`config.mk`:
```
export PLATFORM = sky130hd
export DESIGN_NAME = joy_bus_port_registers_top
export DESIGN_NICKNAME = d
export VERILOG_FILES = /design/src/design/jbp_pkg.sv /design/src/design/joy_bus_port_registers_top.sv /design/src/design/jbp_front.sv /design/src/design/jbp_queue.sv /design/src/design/jbp_back.sv
export SDC_FILE = /design/constraint.sdc
export NUM_CORES = 1
export LEC_CHECK = 0
export CAP_MARGIN = 30
export CORE_AREA = 2 2 190 136
export CTS_CLUSTER_DIAMETER = 30
export DETAILED_ROUTE_END_ITERATION = 10
export DIE_AREA = 0 0 192 138
export DONT_BUFFER_PORTS = 1
export GPL_TIMING_DRIVEN = 1
export HOLD_SLACK_MARGIN = 0.05
export PLACE_DENSITY = 0.62
export SETUP_SLACK_MARGIN = 0.4
export SKIP_CTS_REPAIR_TIMING = 1
export SLEW_MARGIN = 20
export SYNTH_ARGS = -nofsm -noshare
export SYNTH_HDL_FRONTEND = slang
export SYNTH_SLANG_ARGS = --single-unit
```
`constraint.sdc`:
```
create_clock -name clk -period 10.6 [get_ports clk]
set_clock_uncertainty 0.05 [all_clocks]
set_input_delay 1.59 -clock clk [delete_from_list [all_inputs] [get_ports clk]]
set_output_delay 1.59 -clock clk [all_outputs]
set_load 0.01 [all_outputs]
```
`src/design/jbp_pkg.sv`:
```
// ----------------------------------------------------------------------------
// jbp_pkg
// shared types and constants of the joy bus port register block
// ----------------------------------------------------------------------------
package jbp_pkg;

  // command kinds
  localparam logic [2:0] KIND_BUS_WR     = 3'd0;
  localparam logic [2:0] KIND_BUS_RD     = 3'd1;
  localparam logic [2:0] KIND_LINK_RST   = 3'd2;
  localparam logic [2:0] KIND_LINK_POLL  = 3'd3;
  localparam logic [2:0] KIND_LINK_RECV  = 3'd4;
  localparam logic [2:0] KIND_LINK_TRANS = 3'd5;

  // register selects
  localparam logic [2:0] REG_CTRL     = 3'd0;
  localparam logic [2:0] REG_STAT     = 3'd1;
  localparam logic [2:0] REG_RECV_LO  = 3'd2;
  localparam logic [2:0] REG_RECV_HI  = 3'd3;
  localparam logic [2:0] REG_TRANS_LO = 3'd4;
  localparam logic [2:0] REG_TRANS_HI = 3'd5;

  // control word flags
  localparam logic [15:0] CNT_RESET  = 16'h0001;
  localparam logic [15:0] CNT_RECV   = 16'h0002;
  localparam logic [15:0] CNT_TRANS  = 16'h0004;
  localparam logic [15:0] CNT_FLAGS  = 16'h0007;
  localparam logic [15:0] CNT_IRQ_EN = 16'h0040;
  localparam int unsigned CNT_IRQ_BIT = 6;

  // status word flags
  localparam logic [15:0] STAT_RECV  = 16'h0002;
  localparam logic [15:0] STAT_TRANS = 16'h0008;
  localparam logic [15:0] STAT_GP    = 16'h0030;

  // fixed reply bytes of reset and poll
  localparam logic [7:0] REPLY_ID_LO = 8'h00;
  localparam logic [7:0] REPLY_ID_HI = 8'h04;

  // one classified command waiting for the serializer
  typedef struct packed {
    logic        is_bus;    // single beat carrying read_data
    logic        irq;       // raise irq on the first beat
    logic [2:0]  last_idx;  // index of the final beat
    logic [39:0] data;      // bus: read value in [15:0]; link: reply bytes, first in [7:0]
  } jbp_job_t;

endpackage

```
`src/design/joy_bus_port_registers_top.sv`:
```
// ----------------------------------------------------------------------------
// joy_bus_port_registers_top
// device side of a joypad-style serial port: cpu registers and link replies
// ----------------------------------------------------------------------------
// usage
//   input channel: one beat per command (in_kind, in_reg_select, in_write_data,
//   in_recv_word), taken when in_valid is high and in_stall is low
//   output channel: one beat per result; out_last marks the final beat of
//   a command (bus write/read and receive give 1 beat, reset/poll 3,
//   transmit 5); unused kinds give none
//   a taken command is queued at its accepting edge; the serializer later
//   loads its first beat from the queue head into the output register,
//   from which the beat shows on the port
//   the serializer emits one result beat per cycle while a job is queued and
//   out_stall is low, and ends a command with its last beat (transmit has 5);
//   the decoder takes a new command each cycle while the job queue has room
//   a stalled output holds its beat; the queue keeps accepting until full,
//   then in_stall rises
//   reset (rst_n low, synchronous) clears all cpu registers, empties the queue
//   and drops out_valid
// ----------------------------------------------------------------------------
module joy_bus_port_registers_top
  import jbp_pkg::*;
#(
  parameter int unsigned QUEUE_DEPTH = 2
)
(
  input  logic        clk,
  input  logic        rst_n,
  // command channel
  input  logic        in_valid,
  output logic        in_stall,
  input  logic [2:0]  in_kind,
  input  logic [2:0]  in_reg_select,
  input  logic [15:0] in_write_data,
  input  logic [31:0] in_recv_word,
  // result channel
  output logic        out_valid,
  input  logic        out_stall,
  output logic [7:0]  out_reply_byte,
  output logic [15:0] out_read_data,
  output logic        out_irq,
  output logic        out_last
);

  // decoder to queue
  logic     q_full, q_push;
  jbp_job_t q_job;

  // queue to serializer
  logic     head_valid, q_pop;
  jbp_job_t head_job;

  // front: owns the register state, updates it on accept and snapshots
  // every reply byte the command will need
  jbp_front u_front (
    .clk           (clk),
    .rst_n         (rst_n),
    .in_valid      (in_valid),
    .in_stall      (in_stall),
    .in_kind       (in_kind),
    .in_reg_select (in_reg_select),
    .in_write_data (in_write_data),
    .in_recv_word  (in_recv_word),
    .q_full        (q_full),
    .q_push        (q_push),
    .q_job         (q_job)
  );

  // decouples decoding from the slow multi-beat replies
  jbp_queue #(
    .DEPTH (QUEUE_DEPTH)
  ) u_queue (
    .clk        (clk),
    .rst_n      (rst_n),
    .push       (q_push),
    .push_job   (q_job),
    .full       (q_full),
    .pop        (q_pop),
    .head_valid (head_valid),
    .head_job   (head_job)
  );

  // back: walks the head job beat by beat into the output register
  jbp_back u_back (
    .clk            (clk),
    .rst_n          (rst_n),
    .head_valid     (head_valid),
    .head_job       (head_job),
    .pop            (q_pop),
    .out_valid      (out_valid),
    .out_stall      (out_stall),
    .out_reply_byte (out_reply_byte),
    .out_read_data  (out_read_data),
    .out_irq        (out_irq),
    .out_last       (out_last)
  );

endmodule

```
`src/design/jbp_front.sv`:
```
// ----------------------------------------------------------------------------
// jbp_front
// register file and command decoder: applies each command and queues its replies
// ----------------------------------------------------------------------------
module jbp_front
  import jbp_pkg::*;
(
  input  logic        clk,
  input  logic        rst_n,
  input  logic        in_valid,
  output logic        in_stall,
  input  logic [2:0]  in_kind,
  input  logic [2:0]  in_reg_select,
  input  logic [15:0] in_write_data,
  input  logic [31:0] in_recv_word,
  input  logic        q_full,
  output logic        q_push,
  output jbp_job_t    q_job
);

  logic [15:0] ctrl_r, stat_r, recv_lo_r, recv_hi_r, trans_lo_r, trans_hi_r;
  logic [15:0] ctrl_nxt, stat_nxt, recv_lo_nxt, recv_hi_nxt, trans_lo_nxt, trans_hi_nxt;
  logic [15:0] reg_val;
  logic        accept;

  assign in_stall = q_full;
  assign accept   = in_valid && !q_full;

  always_comb begin
    ctrl_nxt     = ctrl_r;
    stat_nxt     = stat_r;
    recv_lo_nxt  = recv_lo_r;
    recv_hi_nxt  = recv_hi_r;
    trans_lo_nxt = trans_lo_r;
    trans_hi_nxt = trans_hi_r;
    unique case (in_kind)
      KIND_BUS_WR: begin
        case (in_reg_select)
          REG_CTRL:     ctrl_nxt = (in_write_data & CNT_IRQ_EN) |
                                   (ctrl_r & ~(in_write_data & CNT_FLAGS) & ~CNT_IRQ_EN);
          REG_STAT:     stat_nxt = (in_write_data & STAT_GP) | (stat_r & ~STAT_GP);
          REG_RECV_LO:  recv_lo_nxt  = in_write_data;
          REG_RECV_HI:  recv_hi_nxt  = in_write_data;
          REG_TRANS_LO: trans_lo_nxt = in_write_data;
          REG_TRANS_HI: trans_hi_nxt = in_write_data;
          default: ;
        endcase
      end
      KIND_LINK_RST: ctrl_nxt = ctrl_r | CNT_RESET;
      KIND_LINK_RECV: begin
        ctrl_nxt    = ctrl_r | CNT_RECV;
        stat_nxt    = stat_r | STAT_RECV;
        recv_lo_nxt = in_recv_word[15:0];
        recv_hi_nxt = in_recv_word[31:16];
      end
      KIND_LINK_TRANS: begin
        ctrl_nxt = ctrl_r | CNT_TRANS;
        stat_nxt = stat_r & ~STAT_TRANS;
      end
      default: ;
    endcase
  end

  // read value after the update
  always_comb begin
    case (in_reg_select)
      REG_CTRL:     reg_val = ctrl_nxt;
      REG_STAT:     reg_val = stat_nxt;
      REG_RECV_LO:  reg_val = recv_lo_nxt;
      REG_RECV_HI:  reg_val = recv_hi_nxt;
      REG_TRANS_LO: reg_val = trans_lo_nxt;
      REG_TRANS_HI: reg_val = trans_hi_nxt;
      default:      reg_val = 16'h0000;
    endcase
  end

  always_comb begin
    q_job  = '0;
    q_push = accept;
    unique case (in_kind)
      KIND_BUS_WR, KIND_BUS_RD: begin
        q_job.is_bus = 1'b1;
        q_job.data   = {24'h0, reg_val};
      end
      KIND_LINK_RST, KIND_LINK_POLL: begin
        q_job.irq      = (in_kind == KIND_LINK_RST) && ctrl_nxt[CNT_IRQ_BIT];
        q_job.last_idx = 3'd2;
        q_job.data     = {16'h0, stat_nxt[7:0], REPLY_ID_HI, REPLY_ID_LO};
      end
      KIND_LINK_RECV: begin
        q_job.irq  = ctrl_nxt[CNT_IRQ_BIT];
        q_job.data = {32'h0, stat_nxt[7:0]};
      end
      KIND_LINK_TRANS: begin
        q_job.irq      = ctrl_nxt[CNT_IRQ_BIT];
        q_job.last_idx = 3'd4;
        q_job.data     = {stat_nxt[7:0], trans_hi_r, trans_lo_r};
      end
      default: q_push = 1'b0;  // unused kinds give no beats
    endcase
  end

  always_ff @(posedge clk) begin
    if (!rst_n) begin
      ctrl_r     <= '0;
      stat_r     <= '0;
      recv_lo_r  <= '0;
      recv_hi_r  <= '0;
      trans_lo_r <= '0;
      trans_hi_r <= '0;
    end else if (accept) begin
      ctrl_r     <= ctrl_nxt;
      stat_r     <= stat_nxt;
      recv_lo_r  <= recv_lo_nxt;
      recv_hi_r  <= recv_hi_nxt;
      trans_lo_r <= trans_lo_nxt;
      trans_hi_r <= trans_hi_nxt;
    end
  end

endmodule

```
`src/design/jbp_queue.sv`:
```
// ----------------------------------------------------------------------------
// jbp_queue
// short job queue between the decoder and the serializer
// ----------------------------------------------------------------------------
module jbp_queue
  import jbp_pkg::*;
#(
  parameter int unsigned DEPTH = 2
)
(
  input  logic     clk,
  input  logic     rst_n,
  input  logic     push,
  input  jbp_job_t push_job,
  output logic     full,
  input  logic     pop,
  output logic     head_valid,
  output jbp_job_t head_job
);

  localparam int unsigned PW = (DEPTH > 1) ? $clog2(DEPTH) : 1;
  localparam int unsigned CW = $clog2(DEPTH + 1);
  localparam logic [PW-1:0] PTR_LAST = PW'(DEPTH - 1);
  localparam logic [CW-1:0] CNT_FULL = CW'(DEPTH);

  jbp_job_t      slot_r [DEPTH];
  logic [PW-1:0] wr_ptr_r, rd_ptr_r;
  logic [CW-1:0] count_r;

  assign full       = (count_r == CNT_FULL);
  assign head_valid = (count_r != '0);
  assign head_job   = slot_r[rd_ptr_r];

  always_ff @(posedge clk) begin
    if (push) begin
      slot_r[wr_ptr_r] <= push_job;
    end
  end

  always_ff @(posedge clk) begin
    if (!rst_n) begin
      wr_ptr_r <= '0;
      rd_ptr_r <= '0;
      count_r  <= '0;
    end else begin
      if (push) begin
        wr_ptr_r <= (wr_ptr_r == PTR_LAST) ? '0 : wr_ptr_r + 1'b1;
      end
      if (pop) begin
        rd_ptr_r <= (rd_ptr_r == PTR_LAST) ? '0 : rd_ptr_r + 1'b1;
      end
      if (push && !pop) begin
        count_r <= count_r + 1'b1;
      end else if (pop && !push) begin
        count_r <= count_r - 1'b1;
      end
    end
  end

endmodule

```
`src/design/jbp_back.sv`:
```
// ----------------------------------------------------------------------------
// jbp_back
// reply serializer: turns each queued job into its result beats
// ----------------------------------------------------------------------------
module jbp_back
  import jbp_pkg::*;
(
  input  logic        clk,
  input  logic        rst_n,
  input  logic        head_valid,
  input  jbp_job_t    head_job,
  output logic        pop,
  output logic        out_valid,
  input  logic        out_stall,
  output logic [7:0]  out_reply_byte,
  output logic [15:0] out_read_data,
  output logic        out_irq,
  output logic        out_last
);

  logic [2:0]  idx_r;
  logic        valid_r;
  logic [7:0]  reply_r;
  logic [15:0] data_r;
  logic        irq_r, last_r;
  logic        load, emit, is_last;
  logic [7:0]  byte_sel;

  assign load    = !valid_r || !out_stall;
  assign emit    = load && head_valid;
  assign is_last = (idx_r == head_job.last_idx);
  assign pop     = emit && is_last;

  always_comb begin
    case (idx_r)
      3'd0:    byte_sel = head_job.data[7:0];
      3'd1:    byte_sel = head_job.data[15:8];
      3'd2:    byte_sel = head_job.data[23:16];
      3'd3:    byte_sel = head_job.data[31:24];
      default: byte_sel = head_job.data[39:32];
    endcase
  end

  always_ff @(posedge clk) begin
    if (!rst_n) begin
      idx_r   <= '0;
      valid_r <= 1'b0;
    end else begin
      if (load) begin
        valid_r <= head_valid;
      end
      if (emit) begin
        idx_r <= is_last ? 3'd0 : idx_r + 3'd1;
      end
    end
  end

  always_ff @(posedge clk) begin
    if (emit) begin
      reply_r <= head_job.is_bus ? 8'h00 : byte_sel;
      data_r  <= head_job.is_bus ? head_job.data[15:0] : 16'h0000;
      irq_r   <= head_job.irq && (idx_r == 3'd0);
      last_r  <= is_last;
    end
  end

  assign out_valid      = valid_r;
  assign out_reply_byte = reply_r;
  assign out_read_data  = data_r;
  assign out_irq        = irq_r;
  assign out_last       = last_r;

endmodule

```
; After elaboration in Yosys (flattened, before gate mapping)
; Memory sizes are Yosys's and may differ from the RTL's. A register that Yosys moved wholly into a read port is not among the register bits.
; Index checks and enable logic that the tools add are counted.
[word_totals]
mem_bits_rw = 90
word_cells = 90
n_memories = 1
regBits = 130
out_inout_bits = 28
[mem_list]
columns = memory, words, width, rd, rd_clocked_by_memory_dff, wr, line_no
row1 = u_queue.slot_r, 2, 45, 1, 1, 1, jbp_queue.sv:26  ; jbp_job_t slot_r [DEPTH];
[classes]
reduce_logical = 22
n_eq_ne = 15
n_mux = 28
add_sub_neg = 5
bitwise_logic = 4
[op_table]
columns = op, n
row1 = 40-bit case mux with 4 select lines, 1
row2 = 16-bit 2-to-1 mux, 8
row3 = 16-bit case mux with 6 select lines, 1
row4 = 16-bit case mux with 2 select lines, 2
row5 = 16-bit case mux with 4 select lines, 1
row6 = 16-bit case mux with 3 select lines, 1
row7 = 8-bit case mux with 4 select lines, 1
row8 = "3-bit by 2-bit == test with 1-bit output, second input constant", 6
row9 = 16-bit AND, 1
row10 = 3-bit inverter with 16-bit output, 1
row11 = 6-bit by 16-bit OR with 16-bit output, 1
row12 = 7-bit by 16-bit OR with 16-bit output, 1
row13 = "3-bit == test, second input constant", 4
row14 = "3-bit by 1-bit == test with 1-bit output, second input constant", 3
row15 = 3-bit logical NOT, 3
row16 = 1-bit 2-to-1 mux, 8
row17 = 1-bit logical AND, 7
row18 = 3-bit case mux with 2 select lines, 1
row19 = 2-bit OR reduction, 3
row20 = 6-bit OR reduction, 1
row21 = 1-bit logical NOT, 5
row22 = 2-bit 2-to-1 mux, 2
row23 = 2-bit nonzero test, 2
row24 = "3-bit by 1-bit adder with 3-bit output, second input constant", 1
row25 = 8 further kinds, 9

; Depth between registers and ports, before layout
; Gate-level depths: netlist (run 1).
[logic_depth]
depth_word = 8
ltp_mapped = 10
ltp_nobuf = 8

; By module
; Synthesis (run 1) repeated with hierarchy kept, for this count alone.
[unflattened]
cells_unflattened = 1009
hier_area_um2 = 10747.8
[by_module_without_submodules]
columns = mod, cells_each, instances, area_per_inst_um2
row1 = jbp_front, 731, 1, 5719.2
row2 = jbp_queue, 162, 1, 3480.8
row3 = jbp_back, 116, 1, 1547.7

; Worst setup path after synthesis (run 1)
; No wires, ideal clock.
[synth_timing]
path_type = in2reg
from = input port in_kind[2]
to = memory u_queue.slot_r[0][0] (netlist name), enable pin
t_arrival_ns = 4.199
required_time_ns = 10.104
stages = 6
path_slack_ns = 5.906
path_cell_list = buf_2 buf_2 buf_1 nand2_1 nand3_1 nor2_1
[synth_between]
elab_chain_len = 5
elab_cells_between_ends = 10
cone_classes = 5 x eq/ne / 3 x mux / 2 x reduce/logical
[synth_lines]
columns = element, line_no
row1 = "start, declared", joy_bus_port_registers_top.sv:33  ; input logic [2:0] in_kind,
row2 = "3-bit by 1-bit == test with 1-bit output, or another cell as far along", jbp_front.sv:80  ; unique case (in_kind)
row3 = 6-bit OR reduction (no source line) (*), n/a
row4 = 1-bit 2-to-1 mux (*), jbp_front.sv:80
row5 = 1-bit 2-to-1 mux (*), jbp_queue.sv:35  ; if (push) begin
row6 = 1-bit 2-to-1 mux (implied by the code) (*), jbp_queue.sv:36  ; slot_r[wr_ptr_r] <= push_job;
row7 = "end, declared", jbp_queue.sv:26
; Every way passes the cells marked *; elsewhere a longest branch is shown, timed or not.

; Worst setup path after layout (run 1)
[layout_timing]
from = register u_queue.count_r[0]
to = output port in_stall
[layout_between]
elab_chain_len = 1
[layout_lines]
columns = element, line_no
row1 = "start, declared", jbp_queue.sv:28  ; logic [CW-1:0] count_r;
row2 = "start signal, assigned", jbp_queue.sv:53  ; count_r <= count_r + 1'b1;
row3 = "start signal, assigned", jbp_queue.sv:55  ; count_r <= count_r - 1'b1;
row4 = 2-bit == test, jbp_queue.sv:30  ; assign full = (count_r == CNT_FULL);
row5 = "end, declared", joy_bus_port_registers_top.sv:32  ; output logic in_stall,
; Every way passes these cells.

==> flow_summary.toml, run 1 <==
[die]
fp.dieArea_um2 = 26500
rows = 49
start_util_pct = 43.7
core_region_area_um2 = 25000
fp.dieW_um = 192
io_pins = 86
die_y_um = 138

[placed_design]
port_buffers = 0
dp_hpwl_mm = 21.0
place.gp.congestion = 0.905
dp_cells = 1298
dp_worst_setup_slack_ns = 7.10

[synth]
yosys_warnings = 0
synthArstFlopShare_pct = 0
synthFlopType = "edfxtp_1"
yosysSeqAreaShare_pct = 50.6
syn_area_per_cell_um2 = 10.5
synth_top_area_share_pct = 31.3
ys_ff_latch = 219
synth_area_um2 = 10900
synth_area_leaders = "edfxtp_1 (31%), dfxtp_1 (19%), mux2i_1 (5.3%)"
syn_inst = 1045
synth_edf_count = 114
synth_cell_types = 77
yosysTopAreaCell = "edfxtp_1"

[hold_path]
worstHoldStart = "u_front.ctrl_r[10]"
hold_path_class = "reg -> reg"
whs_endpoint = "u_front.ctrl_r[10]"
hold_depth = 1

[clock_tree]
cts-htree-levels = 2
cts_made_buffers = 39
cts_buffer_depth = 3
root_buffer = "clkbuf_16"
clk_pin_slew_worst_paths_ns = 0.05
clock-sinks = 219
clk_latency_ns = 0.52
tritoncts = "done"

[timing]
final-setup-viol-count = 0
finalCritPeriodShare_pct = 28.6
setup-tns-final_ns = 0
worstMarginPinSlew_ns = 0.909
maxSlewHeadroom_pct = 39.4
slew_viol_final = 0
worst_slack_ns = 7.57
hold_ws_ns = 0.406
fmax_mhz = 330
period_minus_slack_ns = 3.03
rsz0062_at_grt = "false"
hold_viol_final = 0

[power]
clock_power_share_pct = 44.8
p_seq_share_pct = 39.4
p_leak_nw = 4.23
netSwitchingFraction_pct = 28.8
combPwrFrac_pct = 15.8
power.switching_uw = 828
ir_worst_vdd_v = 0.000140
p_int_mw = 2.05
power_density_nw_per_um2 = 232

[layout]
fillers = 2240
n_antenna_cell = 0
fin_cells = 1369
drive_gt1_share_pct = 11.4
layout.nets = 1073
syn2layout_area_growth_pct = 13.6
layout_commonest_cell = "edfxtp_1"
final_cell_mix = "edfxtp_1 (114), dfxtp_1 (104), nor2_1 (66)"

[critical_path]
reg2reg_to = "u_queue.count_r[1]"
critPathLaunchType = "flop"
path_max_fanout = 8
r2r_cells = 8
crit_type = "reg -> out"
required_ns = 8.96
worst_setup_path_end_kind = "output pin"
arrival_ns = 1.39
r2r_slack_ns = 7.66

[route]
num_vias = 8465
drtIter0Drc = 855
wl_mm = 31.2
post_drt_wl_per_cell_um = 22.8
drc_errors = 0
antenna_left = 0
first_pass_iters = 5
vias_per_cell = 6.18

[global_routing]
grt_start_max_net_pins = 106
grt-ovfl-total = 0
grt_pass1_vias = 8144
antenna_found_initial = 0
grt_pass1_wl_mm = 48.4
grt_usage_pct = 23.4

[outcome]
status = "finished, final reports clean"

[job]
cap_violations = 0
==> sequential cells by signal, indices dropped and copies added (netlist names), named ones only <==
register and flops:
u_front.recv_lo_r 16, u_back.out_irq 1, u_front.recv_hi_r 16, u_back.out_valid 1
u_front.trans_lo_r 16, u_queue.count_r 2, u_front.stat_r 16, u_queue.slot_r 88
u_queue.wr_ptr_r 1, u_back.out_read_data 16, u_back.out_reply_byte 8, u_queue.rd_ptr_r 1
u_front.trans_hi_r 16, u_front.ctrl_r 16, u_back.idx_r 3, u_back.out_last 1
==> through the flow <==
stage / cell area (µm²) / power, mW / util [%]
floorplan: 10900 / 1.47 / -
global placement: 11000 / 1.59 / 44.0
detailed placement: 11000 / 1.60 / 44.1
CTS: 12400 / 2.89 / 49.5
global route: 12400 / 2.98 / 49.6
finish: 12400 / 2.87 / 49.6
==> worst max-delay path by stage <==
| stage | start | to | cells after the start |
|---|---|---|---|
| floorplan | in_kind[2] | u_queue.slot_r[0][0] | 6 |
| global placement | in_kind[2] | u_queue.slot_r[1][15] | 4 |
| detailed placement | out_stall | u_queue.count_r[1] | 7 |
| CTS | u_queue.count_r[0] | in_stall | 3 |
| global route | flop | u_queue.count_r[1] | 8 |
| finish | u_queue.count_r[0] | in_stall | 3 |
==> worst max-delay path, stage by stage (launching register included) <==
cell and delay [ns]:
dfxtp_1 0.43, nand2b_1 0.14, buf_4 0.21, inv_6 0.09
==> cell usage after synthesis (6+ instances only) <==
| master | number |
|---|---|
| a221oi_1 | 6 |
| inv_1 | 15 |
| nand3_1 | 50 |
| nor3_1 | 15 |
| nor4b_1 | 6 |
| a21oi_1 | 33 |
| a21boi_1 | 40 |
| o211ai_1 | 14 |
| dfxtp_1 | 105 |
| mux2i_1 | 58 |
| a22o_1 | 15 |
| a2111o_1 | 6 |
| nor2b_1 | 21 |
| a211oi_1 | 19 |
| edfxtp_1 | 114 |
| a22oi_1 | 13 |
| mux2_2 | 14 |
| xnor2_1 | 6 |
| or3_1 | 9 |
| buf_6 | 8 |
| clkbuf_1 | 38 |
| ha_1 | 6 |
| o22ai_1 | 16 |
| o21ai_0 | 59 |
| nor2_1 | 68 |
| and3_1 | 14 |
| a211o_1 | 13 |
| o21bai_1 | 6 |
| and2_1 | 44 |
| buf_2 | 40 |
| o32ai_1 | 6 |
| buf_1 | 9 |
| o211a_1 | 6 |
| nand2b_1 | 24 |
| o2111ai_1 | 7 |
| nand2_1 | 22 |
| o21ai_1 | 28 |
==> power by group through the flow <==
stage	Clock, mW	Combinational, mW	Sequential [mW]
finish	1.29	0.455	1.13
floorplan	0	0.344	1.13
global placement	0	0.437	1.15
detailed placement	0	0.453	1.15
CTS	1.30	0.455	1.13
global route	1.34	0.494	1.15
==> logic make-up after synthesis <==
group,after synthesis,synth area share [%]
XOR/XNOR,7,0.561
flip-flops,219,50.6
other,1,0.0343
buffers and inverters,114,5.01
adder cells (fa/ha/maj),6,0.687
multiplexers,73,6.86
AO/OA/AOI/OAI,327,21.0
AND/OR/NAND/NOR,298,15.3
==> metal layers <==
layer,global-route usage (%),routed length [µm],vias to the layer above
li1,-,-,3873
met1,35.0,14400,4211
met4,6.19,559,0
met5,0,0,-
met2,33.5,13400,333
met3,6.02,2790,48
==> final cells by class <==
class	count	area, µm²	share of cell area [%]
Sequential cell	219	5530	44.5
Inverter	18	72.6	0.585
Clock inverter	27	348	2.80
Clock buffer	43	1000	8.07
Multi-Input combinational cell	713	4880	39.4
Tap cell	331	414	3.34
Timing Repair Buffer	18	163	1.31
Note: power is estimated with default switching activity, not from simulation.
==> inputs of run 2 (changes only) <==
ABC_AREA = 1   (was default)
CORE_AREA = 2 2 188 135   (was 2 2 190 136)
DIE_AREA = 0 0 190 137   (was 0 0 192 138)
clock period = 2.84 ns   (was 10.6 ns; I/O delays follow)
==> flow_summary.toml, run 2 <==
[placed_design]
place.gp.congestion = 0.881
port_buffers = 0
dp_hpwl_mm = 20.3

[power]
ir_worst_vdd_v = 0.000797
power_mw = 11.9
p_leak_nw = 5.59
power_density_nw_per_um2 = 951

[route]
post_drt_wl_per_cell_um = 18.1
num_vias = 9239
wl_mm = 31.1
antenna_left = 0
vias_per_cell = 5.38
drc_errors = 0
first_pass_iters = 6
drtIter0Drc = 881

[timing]
period_minus_slack_ns = 2.16
setup-tns-final_ns = 0
hold_ws_ns = 0.0222
rsz0062_at_grt = "false"
worstMarginPinSlew_ns = 0.757
fmax_mhz = 463
maxSlewHeadroom_pct = 49.3
finalCritPeriodShare_pct = 76.0
slew_viol_final = 0
hold_viol_final = 0
final-setup-viol-count = 0

[global_routing]
grt_pass1_vias = 8393
grt_pass1_wl_mm = 46.6
antenna_found_initial = 0
grt_start_max_net_pins = 129
grt-ovfl-total = 0
grt_usage_pct = 23.2

[synth]
syn_area_per_cell_um2 = 7.89
synthMostInstantiatedCell = "nand2_1"
synth_common_cells = "nand2_1 (384), inv_1 (203), edfxtp_1 (114)"
yosys_warnings = 0
synthFlopType = "edfxtp_1"
syn_inst = 1361
synth_area_leaders = "edfxtp_1 (32%), dfxtp_1 (20%), nand2_1 (13%)"
synthArstFlopShare_pct = 0
yosysTopAreaCell = "edfxtp_1"
synth_area_um2 = 10700
ys_ff_latch = 219
synth_edf_count = 114
synth_top_area_share_pct = 31.9
yosysSeqAreaShare_pct = 51.4
synth_cell_types = 37

[layout]
regMostFlops = "u_queue.slot_r"
final_cell_mix = "nand2_1 (384), inv_1 (203), edfxtp_1 (114)"
multi_input_area_um2 = 4190
largest_reg_flops = 88
regArea_um2 = 5530
drive_gt1_share_pct = 9.76
layout.nets = 1428
fillers = 2268
n_antenna_cell = 0
syn2layout_area_growth_pct = 16.1
layout_commonest_cell = "nand2_1"

[clock_tree]
cts_made_buffers = 37
clk_latency_ns = 0.52
cts_buffer_depth = 3
clock-sinks = 219
clk_pin_slew_worst_paths_ns = 0.05
root_buffer = "clkbuf_16"
tritoncts = "done"
cts-htree-levels = 2

[die]
core_region_area_um2 = 24200
start_util_pct = 44.4
rows = 48
fp.dieW_um = 190
die_y_um = 137
fp.dieArea_um2 = 26000
io_pins = 86

[critical_path]
arrival_ns = 2.36
crit_type = "reg -> reg"
required_ns = 3.04
path_max_fanout = 8
reg2reg_to = "u_back.out_reply_byte[4]"
r2r_cells = 8
worst_setup_path_end_kind = "flop"
r2r-start = "u_back.idx_r[0]"
critPathLaunchType = "flop"
r2r_slack_ns = 0.68

[hold_path]
hold_depth = 2
whs_endpoint = "u_front.recv_hi_r[14]"
hold_path_class = "in -> reg"
worstHoldStart = "rst_n"

[outcome]
status = "finished, final reports clean"

[job]
cap_violations = 0
run 2: cell types whose count changed in the layout (fill, tap and decap cells not counted), moves of 17 or more:
cell,previous run,this run
and2_1,43,0
nand4_1,1,22
o22ai_1,16,33
nand3_1,50,79
mux2i_1,57,0
a21oi_1,33,66
o211ai_1,14,31
nand2_1,22,384
nor2b_1,21,0
a21boi_1,40,0
a211oi_1,19,2
or2_2,0,33
inv_1,15,203
nand2b_1,24,0
run 2: worst max path at each step:
stage | cells past startpoint | to | from
3_5_place_dp | 7 | u_queue.slot_r[0][2] | in_kind[1]
4_1_cts | 8 | u_back.out_reply_byte[4] | u_back.idx_r[0]
5_1_grt | 8 | u_back.out_reply_byte[7] | u_back.idx_r[0]
3_3_place_gp | 9 | u_queue.slot_r[0][5] | in_kind[1]
6_report | 8 | u_back.out_reply_byte[4] | u_back.idx_r[0]
2_1_floorplan | 5 | u_queue.slot_r[1][0] | in_valid
run 2: cells by family (layout without fill, tap and decap cells):
group / after synthesis / after routing / share of synthesized area, %
other cells: 1 / 2 / 0.0349
flops: 219 / 219 / 51.4
buf+inv: 270 / 301 / 9.82
mux: 1 / 1 / 0.0932
simple gates: 617 / 617 / 24.5
compound gates: 245 / 245 / 13.3
fa+ha+maj: 6 / 6 / 0.699
xor+xnor: 2 / 2 / 0.163
run 2: power breakdown:
group / total, mW / internal [mW] / leakage, nW / switching (mW)
registers: 4.49 / 4.11 / 1.96 / 0.387
logic: 2.72 / 0.845 / 3.02 / 1.87
clock network: 4.65 / 3.03 / 0.615 / 1.63
total: 11.9 / 7.98 / 5.59 / 3.88
run 2: cell type report:
class                   instances  area share [%]
repair buffers                 24            2.07
inverters                     209            6.31
multi-input cells             873            33.6
flip-flops and latches        219            44.3
clock inverters                26            2.41
clock buffers                  42            8.07
well taps                     325            3.26
run 2: stage by stage:
stage	utilization [%]	worst slack [ns]	area, µm²	std cells
after floorplan	-	0.197	10800	1362
after CTS	51.2	0.683	12400	1713
after detailed placement	45.8	0.477	11100	1645
after global routing	51.5	0.464	12500	1718
final	51.5	0.681	12500	1718
after global placement	45.8	0.525	11100	1645
run 2: worst max-delay path, stage by stage, from the launching register on:
cell     delay (ns)
dfxtp_1        0.36
inv_1          0.14
ha_1           0.17
nand2_1        0.16
inv_1          0.27
nor2_1         0.07
nand2_1        0.29
a21oi_1        0.07
o31a_1         0.31
run 2: metal layers:
layer	global-route usage, %	vias up	wire [µm]
met5	0	-	0
met4	6.07	0	524
met3	4.95	53	2610
met2	35.6	351	13500
met1	33.4	4369	14500
li1	-	4466	-
==> inputs of run 3 (changes only) <==
clock period = 2 ns   (was 2.84 ns; I/O delays follow)
==> flow_summary.toml, run 3 (synthesis results as in run 2) <==
[critical_path]
required_ns = 2.24
r2r_slack_ns = 0.18
path_delay_family = "compound AO/OA/AOI/OAI gates"
worstPathCellList = "buf_4 > nand2_1 > nand2_1 > nand2_1 > o2111ai_1 > o21a_1"
r2r_cells = 6
crit_cells = 6
critPathLaunchType = "flop"
path_max_fanout = 39
crit_type = "reg -> reg"
max_stage_delay_ns = 0.36
crit_end = "u_back.out_reply_byte[0]"
cpMostUsedCell = "nand2_1"
worst_setup_path_end_kind = "flop"
arrival_ns = 2.06
reg2reg_to = "u_back.out_reply_byte[0]"
slowest_stage = "dfxtp_4"
cp_num_buf_inv = 1

[die]
fp.dieArea_um2 = 26000
start_util_pct = 44.4
io_pins = 86
die_y_um = 137
core_region_area_um2 = 24200
rows = 48
fp.dieW_um = 190

[route]
num_vias = 9525
first_pass_iters = 5
wl_mm = 32.3
drtIter0Drc = 930
antenna_left = 0
drc_errors = 0
vias_per_cell = 5.32
post_drt_wl_per_cell_um = 18.0

[hold_path]
hold_depth = 4
hold_path_class = "in -> reg"

[layout]
syn2layout_area_growth_pct = 27.8
n_antenna_cell = 0
layout.nets = 1496
final_cell_mix = "nand2_1 (354), inv_1 (195), edfxtp_1 (114)"
drive_gt1_share_pct = 18.1
largest_reg_flops = 88
post-route-util_pct = 56.7
regMostFlops = "u_queue.slot_r"
layout_commonest_cell = "nand2_1"

[power]
p_leak_nw = 6.14
netSwitchingFraction_pct = 33.0
clock_power_share_pct = 39.4
power_density_nw_per_um2 = 1340
power.switching_mw = 6.07
p_int_mw = 12.3
ir_worst_vdd_v = 0.00130
p_seq_share_pct = 34.9
combPwrFrac_pct = 25.7

[timing]
final-setup-viol-count = 0
finalCritPeriodShare_pct = 91.0
worstMarginPinSlew_ns = 0.603
rsz0062_at_grt = "true"
fmax_mhz = 549
period_minus_slack_ns = 1.82
slew_viol_final = 0
hold_ws_ns = 0.0144
maxSlewHeadroom_pct = 59.8
hold_viol_final = 0
setup-tns-final_ns = 0

[placed_design]
port_buffers = 0
place.gp.congestion = 0.896
dp_hpwl_mm = 21.0

[outcome]
status = "finished, final reports clean"

[global_routing]
grt-ovfl-total = 0
grt_start_max_net_pins = 93
grt_usage_pct = 24.0
antenna_found_initial = 0
grt_pass1_vias = 8747
grt_pass1_wl_mm = 48.1

[clock_tree]
cts_buffer_depth = 3
cts_made_buffers = 42
clk_pin_slew_worst_paths_ns = 0.05
cts-htree-levels = 2
clk_latency_ns = 0.54
clock-sinks = 219
root_buffer = "clkbuf_16"
tritoncts = "done"

[job]
cap_violations = 0
run 3: cell count changes in the layout (fill, tap and decap cells not counted), sizes merged:
cell / delta
buf: +41
clkbuf: +9
clkinv: +4
clkinvlp: -1
dlygate4sd3: +18
inv: +2
run 3: per-stage QoR:
stage | worst slack [ns] | area (µm²) | power (mW) | std cells
finish | 0.180 | 13700 | 18.4 | 1791
global route | 0.0556 | 13700 | 19.3 | 1791
CTS | 0.0562 | 13200 | 17.8 | 1754
detailed placement | 0.0397 | 11700 | 10.5 | 1676
global placement | 0.0608 | 11700 | 10.5 | 1676
floorplan | 0.0731 | 11100 | 9.20 | 1362
run 3: layout make-up:
cell class / count / area, µm²
Clock buffer: 47 / 1110
Clock inverter: 31 / 353
Fill cell: 2142 / 10500
Inverter: 209 / 802
Multi-Input combinational cell: 873 / 4570
Sequential cell: 219 / 5540
Tap cell: 325 / 407
Timing Repair Buffer: 87 / 948
run 3: per-layer routing:
layer / vias to the layer above / global-route usage (%) / wire length [µm]
met5: - / 0 / 0
met4: 0 / 7.49 / 689
met3: 53 / 5.23 / 2530
met2: 359 / 35.4 / 13800
met1: 4494 / 35.1 / 15300
li1: 4619 / - / -
run 3: worst min-delay path by stage:
stage | start | endpoint | slack (ns)
2_1_floorplan | u_front.stat_r[2] | u_front.stat_r[2] | 0.36
5_1_grt | in_write_data[3] | u_front.trans_lo_r[3] | 0.05
6_report | in_write_data[3] | u_front.trans_lo_r[3] | 0.01
3_3_place_gp | u_front.stat_r[10] | u_front.stat_r[10] | 0.36
4_1_cts | rst_n | u_front.ctrl_r[12] | -0.19
3_5_place_dp | u_front.ctrl_r[12] | u_front.ctrl_r[12] | 0.37
run 3: power groups by stage:
stage | sequential, mW | clock [mW] | combinational [mW]
after floorplan | 6.34 | 0 | 2.86
after global placement | 6.48 | 0 | 4.00
after detailed placement | 6.47 | 0 | 4.05
after CTS | 6.39 | 7.30 | 4.08
after global routing | 6.51 | 7.55 | 5.26
final | 6.42 | 7.25 | 4.74
run 3: tightest hold or removal path: stages:
cell and delay (ns):
o21ai_1 0.07, nand2_1 0.06, o211ai_1 0.07, inv_1 0.05
